**config.mk**
```make
export PLATFORM = sky130hd
export DESIGN_NAME = kvpc_ctrl
export DESIGN_NICKNAME = d
export VERILOG_FILES = /design/src/design/kvpc_pkg.sv /design/src/design/kvpc_ctrl.sv
export SDC_FILE = /design/constraint.sdc
export NUM_CORES = 1
export LEC_CHECK = 0
export BUFFER_PORTS_ARGS = -buffer_cell sky130_fd_sc_hd__buf_4
export CAP_MARGIN = 40
export CORE_MARGIN = 10
export CORE_UTILIZATION = 50
export DETAILED_ROUTE_END_ITERATION = 10
export GPL_ROUTABILITY_DRIVEN = 0
export PLACE_DENSITY = 0.83
export RECOVER_POWER = 25
export SYNTH_ARGS = -nofsm -noshare
export SYNTH_HDL_FRONTEND = slang
export SYNTH_SLANG_ARGS = --single-unit
```
**constraint.sdc**
```tcl
create_clock -name aclk -period 4.65 [get_ports aclk]
set_clock_uncertainty 0.1 [all_clocks]
set_input_delay 0.465 -clock aclk [delete_from_list [all_inputs] [get_ports aclk]]
set_output_delay 0.465 -clock aclk [all_outputs]
set_load 0.05 [all_outputs]
```
**src/design/kvpc_pkg.sv**
```systemverilog
`timescale 1ns / 1ps
`default_nettype none
// ----------------------------------------------------------------------------
// kvpc_pkg
// Shared codes and controller/datapath interface types for the record cache.
// ----------------------------------------------------------------------------
package kvpc_pkg;

    localparam int TAG_W   = 24;
    localparam int STAMP_W = 63;
    localparam int OUT_VAL_W = 32;

    // request kinds (s_tuser)
    localparam logic [2:0] MODE_SELECT  = 3'd0;
    localparam logic [2:0] MODE_INSERT  = 3'd1;
    localparam logic [2:0] MODE_FILL    = 3'd2;
    localparam logic [2:0] MODE_JOURNAL = 3'd3;
    localparam logic [2:0] MODE_DROP    = 3'd4;

    // result kinds (m_tuser)
    localparam logic [2:0] ST_HIT    = 3'd0;
    localparam logic [2:0] ST_STORED = 3'd1;
    localparam logic [2:0] ST_MISS   = 3'd2;
    localparam logic [2:0] ST_FULL   = 3'd3;
    localparam logic [2:0] ST_FLUSH  = 3'd4;
    localparam logic [2:0] ST_DONE   = 3'd5;

    // controller -> datapath
    typedef struct packed {
        logic       req_load;
        logic       search;
        logic       rd_hit;
        logic       rd_scan;
        logic       touch_hit;
        logic       place_free;
        logic       place_victim;
        logic       stamp_upd;
        logic       release_scan;
        logic       clear_all;
        logic       scan_clr;
        logic       scan_inc;
        logic       out_load;
        logic       out_data;
        logic [2:0] out_status;
        logic       out_last;
    } cmd_t;

    // datapath -> controller
    typedef struct packed {
        logic [2:0] mode;
        logic       hit;
        logic       free_found;
        logic       scan_match;
        logic       scan_dirty;
        logic       scan_end_used;
        logic       scan_end_all;
    } sts_t;

endpackage
`default_nettype wire

```
**src/design/kvpc_ctrl.sv**
```systemverilog
`timescale 1ns / 1ps
`default_nettype none
// ----------------------------------------------------------------------------
// kvpc_ctrl
// Request sequencer: search, update, victim scan, journal and drop walks.
// ----------------------------------------------------------------------------
module kvpc_ctrl
    import kvpc_pkg::*;
(
    input  wire logic aclk,
    input  wire logic aresetn,
    input  wire logic s_tvalid,
    output logic      s_tready,
    output logic      m_tvalid,
    input  wire logic m_tready,
    input  wire sts_t sts,
    output cmd_t      cmd
);

    typedef enum logic [3:0] {
        S_IDLE, S_SEARCH, S_DECIDE, S_RD, S_UPD, S_VSCAN,
        S_JSCAN, S_JRD, S_JOUT, S_DSCAN, S_OUT
    } state_t;

    state_t state_reg, state_next;

    assign s_tready = (state_reg == S_IDLE);
    assign m_tvalid = (state_reg == S_OUT) || (state_reg == S_JOUT);

    always_comb begin
        cmd        = '0;
        state_next = state_reg;
        unique case (state_reg)
            S_IDLE: begin
                if (s_tvalid) begin
                    cmd.req_load = 1'b1;
                    state_next   = S_SEARCH;
                end
            end
            S_SEARCH: begin
                cmd.search = 1'b1;
                state_next = S_DECIDE;
            end
            S_DECIDE: begin
                cmd.out_last = 1'b1;
                priority case (sts.mode)
                    MODE_SELECT: begin
                        if (sts.hit) begin
                            cmd.rd_hit    = 1'b1;
                            cmd.touch_hit = 1'b1;
                            state_next    = S_RD;
                        end else begin
                            cmd.out_load   = 1'b1;
                            cmd.out_status = ST_MISS;
                            state_next     = S_OUT;
                        end
                    end
                    MODE_INSERT, MODE_FILL: begin
                        if (sts.hit && sts.mode == MODE_INSERT) begin
                            cmd.rd_hit = 1'b1;
                            state_next = S_UPD;
                        end else if (sts.hit) begin
                            cmd.touch_hit  = 1'b1;
                            cmd.out_load   = 1'b1;
                            cmd.out_status = ST_STORED;
                            state_next     = S_OUT;
                        end else if (sts.free_found) begin
                            cmd.place_free = 1'b1;
                            cmd.out_load   = 1'b1;
                            cmd.out_status = ST_STORED;
                            state_next     = S_OUT;
                        end else begin
                            cmd.scan_clr = 1'b1;
                            state_next   = S_VSCAN;
                        end
                    end
                    MODE_JOURNAL: begin
                        cmd.scan_clr = 1'b1;
                        state_next   = S_JSCAN;
                    end
                    MODE_DROP: begin
                        cmd.scan_clr = 1'b1;
                        state_next   = S_DSCAN;
                    end
                    default: begin
                        cmd.out_load   = 1'b1;
                        cmd.out_status = ST_DONE;
                        state_next     = S_OUT;
                    end
                endcase
            end
            S_RD: begin
                cmd.out_load   = 1'b1;
                cmd.out_data   = 1'b1;
                cmd.out_status = ST_HIT;
                cmd.out_last   = 1'b1;
                state_next     = S_OUT;
            end
            S_UPD: begin
                cmd.stamp_upd  = 1'b1;
                cmd.touch_hit  = 1'b1;
                cmd.out_load   = 1'b1;
                cmd.out_status = ST_STORED;
                cmd.out_last   = 1'b1;
                state_next     = S_OUT;
            end
            // every frame is used here: walk ranks oldest first for a clean one
            S_VSCAN: begin
                cmd.out_last = 1'b1;
                if (sts.scan_match && !sts.scan_dirty) begin
                    cmd.place_victim = 1'b1;
                    cmd.out_load     = 1'b1;
                    cmd.out_status   = ST_STORED;
                    state_next       = S_OUT;
                end else if (sts.scan_end_all) begin
                    cmd.out_load   = 1'b1;
                    cmd.out_status = ST_FULL;
                    state_next     = S_OUT;
                end else begin
                    cmd.scan_inc = 1'b1;
                end
            end
            S_JSCAN: begin
                if (sts.scan_end_used) begin
                    cmd.clear_all  = 1'b1;
                    cmd.out_load   = 1'b1;
                    cmd.out_status = ST_DONE;
                    cmd.out_last   = 1'b1;
                    state_next     = S_OUT;
                end else if (sts.scan_dirty) begin
                    cmd.rd_scan = 1'b1;
                    state_next  = S_JRD;
                end else begin
                    cmd.scan_inc = 1'b1;
                end
            end
            S_JRD: begin
                cmd.out_load   = 1'b1;
                cmd.out_data   = 1'b1;
                cmd.out_status = ST_FLUSH;
                state_next     = S_JOUT;
            end
            S_JOUT: begin
                if (m_tready) begin
                    cmd.scan_inc = 1'b1;
                    state_next   = S_JSCAN;
                end
            end
            S_DSCAN: begin
                cmd.release_scan = 1'b1;
                if (sts.scan_end_all) begin
                    cmd.out_load   = 1'b1;
                    cmd.out_status = ST_DONE;
                    cmd.out_last   = 1'b1;
                    state_next     = S_OUT;
                end else begin
                    cmd.scan_inc = 1'b1;
                end
            end
            S_OUT: begin
                if (m_tready) begin
                    state_next = S_IDLE;
                end
            end
            default: begin
                state_next = S_IDLE;
            end
        endcase
    end

    always_ff @(posedge aclk) begin
        if (!aresetn) begin
            state_reg <= S_IDLE;
        end else begin
            state_reg <= state_next;
        end
    end

endmodule
`default_nettype wire

```
==> flow_summary.yaml <==
status:
  status: "completed"
power:
  ir_worst_vdd_v: 0.000243
  power_mw: 0.524
  power_density_mw_per_mm2: 529
  power.leakage_nw: 0.430
finish:
  mostFrequentLayoutCells: "buf_4 (30), nor2_1 (12), a21oi_1 (8)"
  antennaDiodeCount: 0
  instances_no_fill: 150
  final_common_cell: "buf_4"
  fin_util_pct: 65.7
  syn_to_final_growth_pct: 24.0
  drive_gt1_share_pct: 32.8
  nFillCells: 141
  largest_reg_flops: 4
  fin_area_um2: 990
  num-nets-final: 149
critical_path:
  rr_endpoint: "state_reg[2]"
  reg2regPathDepth: 5
  start_kind: "flip-flop"
  crit_required_ns: 4.09
  cp-startpoint: "state_reg[1]"
  crit_fanout: 19
  path_class: "flip-flop to output port"
  r2r_slack_ns: 2.37
  end_kind: "output port"
  crit_path_end: "cmd[5]"
  timing.rr.start: "state_reg[1]"
  arrival_ns: 2.36
global_route:
  antenna_found_initial: 0
  grt_use_total_pct: 13.3
  grt_pass1_wl_mm: 3.93
  grt_pass1_vias: 851
  grt_start_max_net_pins: 21
  grt_remaining_overflow: 0
clock_network:
  cts.sinks: 4
  cts-resized-gates: 0
  clock_path_buffers: 2
  cts_tree: "built"
  cts-root-buf: "clkbuf_4"
  post_cts_buffers: 0
  clkLatencyLatePin_ns: 0.24
  hold_buffers: 0
  htree_levels: 1
  cts_made_buffers: 3
  cts.reportedPaths.clkPinSlew_ns: 0.04
die:
  die_h_um: 60.0
  io_pins: 33
  die_w_um: 60.0
  row_count: 14
  core_mm2: 0.00151
  initial_core_util_pct: 53.0
  die_area_mm2: 0.00359
detailed_routing:
  dr.pass1.iters: 4
  drt_wl_total_mm: 2.29
  wl_met1_um: 976
  top_layer_used: "met4"
  routed-wl-met3_um: 165
  vias_per_cell: 6.09
  wl_met2_mm: 1.12
  ant_nets: 0
  vias: 914
  drt_iter0_drc: 24
  wl_per_cell_um: 15.3
  drc: 0
synthesis:
  synth_seq_cells: 4
  synth_cells: 109
  seq_area_frac_synth_pct: 10.0
  ys_types: 50
  syn_area_um2: 798
  synthesis.nets: 122
  synth-async-reset-ratio_pct: 0
  syn_area_per_cell_um2: 7.32
  yosys_warnings: 0
  synth_edf_count: 0
  synth_top_flop_cell: "dfxtp_1"
placement:
  dp.cells: 147
  pre_cts_ws_ns: 2.13
  portBuffers: 32
  hpwl_mm: 1.86
  dpl_cell_area_um2: 990
timing:
  finalSetupViolCount: 0
  slew_violations: 0
  max-slew-margin-rel_pct: 51.5
  clock.fmax_mhz: 342
  min_period_ns: 2.92
  worst_hold_slack_ns: 0.396
  fin_tns_setup_ns: 0
  worst_pin_slew_ns: 0.718
  post-route-period-util_pct: 62.8
  finalHoldViolCount: 0
  rsz0062_at_grt: "false"
  worst_slack_ns: 1.73
min_path:
  hold_class: "input port to flip-flop"
run:
  max-cap-violations: 0
-- layer usage --
metal / global-route usage (%) / vias up
met1: 16.4 / 418
met4: 4.81 / 0
met3: 2.54 / 4
met5: 0 / -
li1: - / 455
met2: 22.1 / 37
-- cells by family (layout without fill, tap and decap cells) --
kind of cell	count (synthesis)	after routing	share of synthesized area, %
AOI/OAI and AO/OA	35	35	31.7
buffers and inverters	12	37	9.56
DFF	4	4	10.0
muxes	2	2	2.66
and+or+nand+nor	56	56	46.1
-- power by group --
group,switching (mW),total (mW),internal [mW]
combinational,0.241,0.381,0.140
sequential,0.0530,0.0989,0.0460
clock,0.0149,0.0438,0.0289
-- cell usage after synthesis (3+ instances only) --
master,number,area [um^2]
dfxtp_1,4,80.1
o21ai_0,6,30.0
clkbuf_1,4,15.0
and2_1,5,31.3
nor2_1,12,45.0
a21oi_1,8,40.0
nor2b_1,5,31.3
nor3_1,3,15.0
nand2b_1,5,31.3
nand2_1,6,22.5
nand3_1,3,15.0
buf_6,3,33.8
-- cell type report --
type                            instances  area (um^2)  share of cell area (%)
Inverter                                2         7.51                   0.759
Multi-Input combinational cell         93          627                    63.3
Timing Repair Buffer                   32          233                    23.5
Tap cell                               16         20.0                    2.02
Sequential cell                         4         80.1                    8.09
Clock buffer                            3         22.5                    2.28
-- how the worst min path moves through the flow --
stage	start	to	slack, ns	cells after the start
after CTS	aresetn	state_reg[2]	0.39	2
final	aresetn	state_reg[2]	0.40	2
after global placement	aresetn	state_reg[2]	0.61	2
after global routing	aresetn	state_reg[2]	0.39	2
after detailed placement	aresetn	state_reg[2]	0.64	2
after floorplan	aresetn	state_reg[2]	0.50	1
-- critical path: stages, from the launching register on --
cell and delay (ns):
dfxtp_1 0.71, nor4b_1 0.67, nand2b_2 0.16, o22ai_2 0.15
or3_4 0.15, a211o_1 0.09, buf_4 0.19
Power figures use the tool's default switching activity.
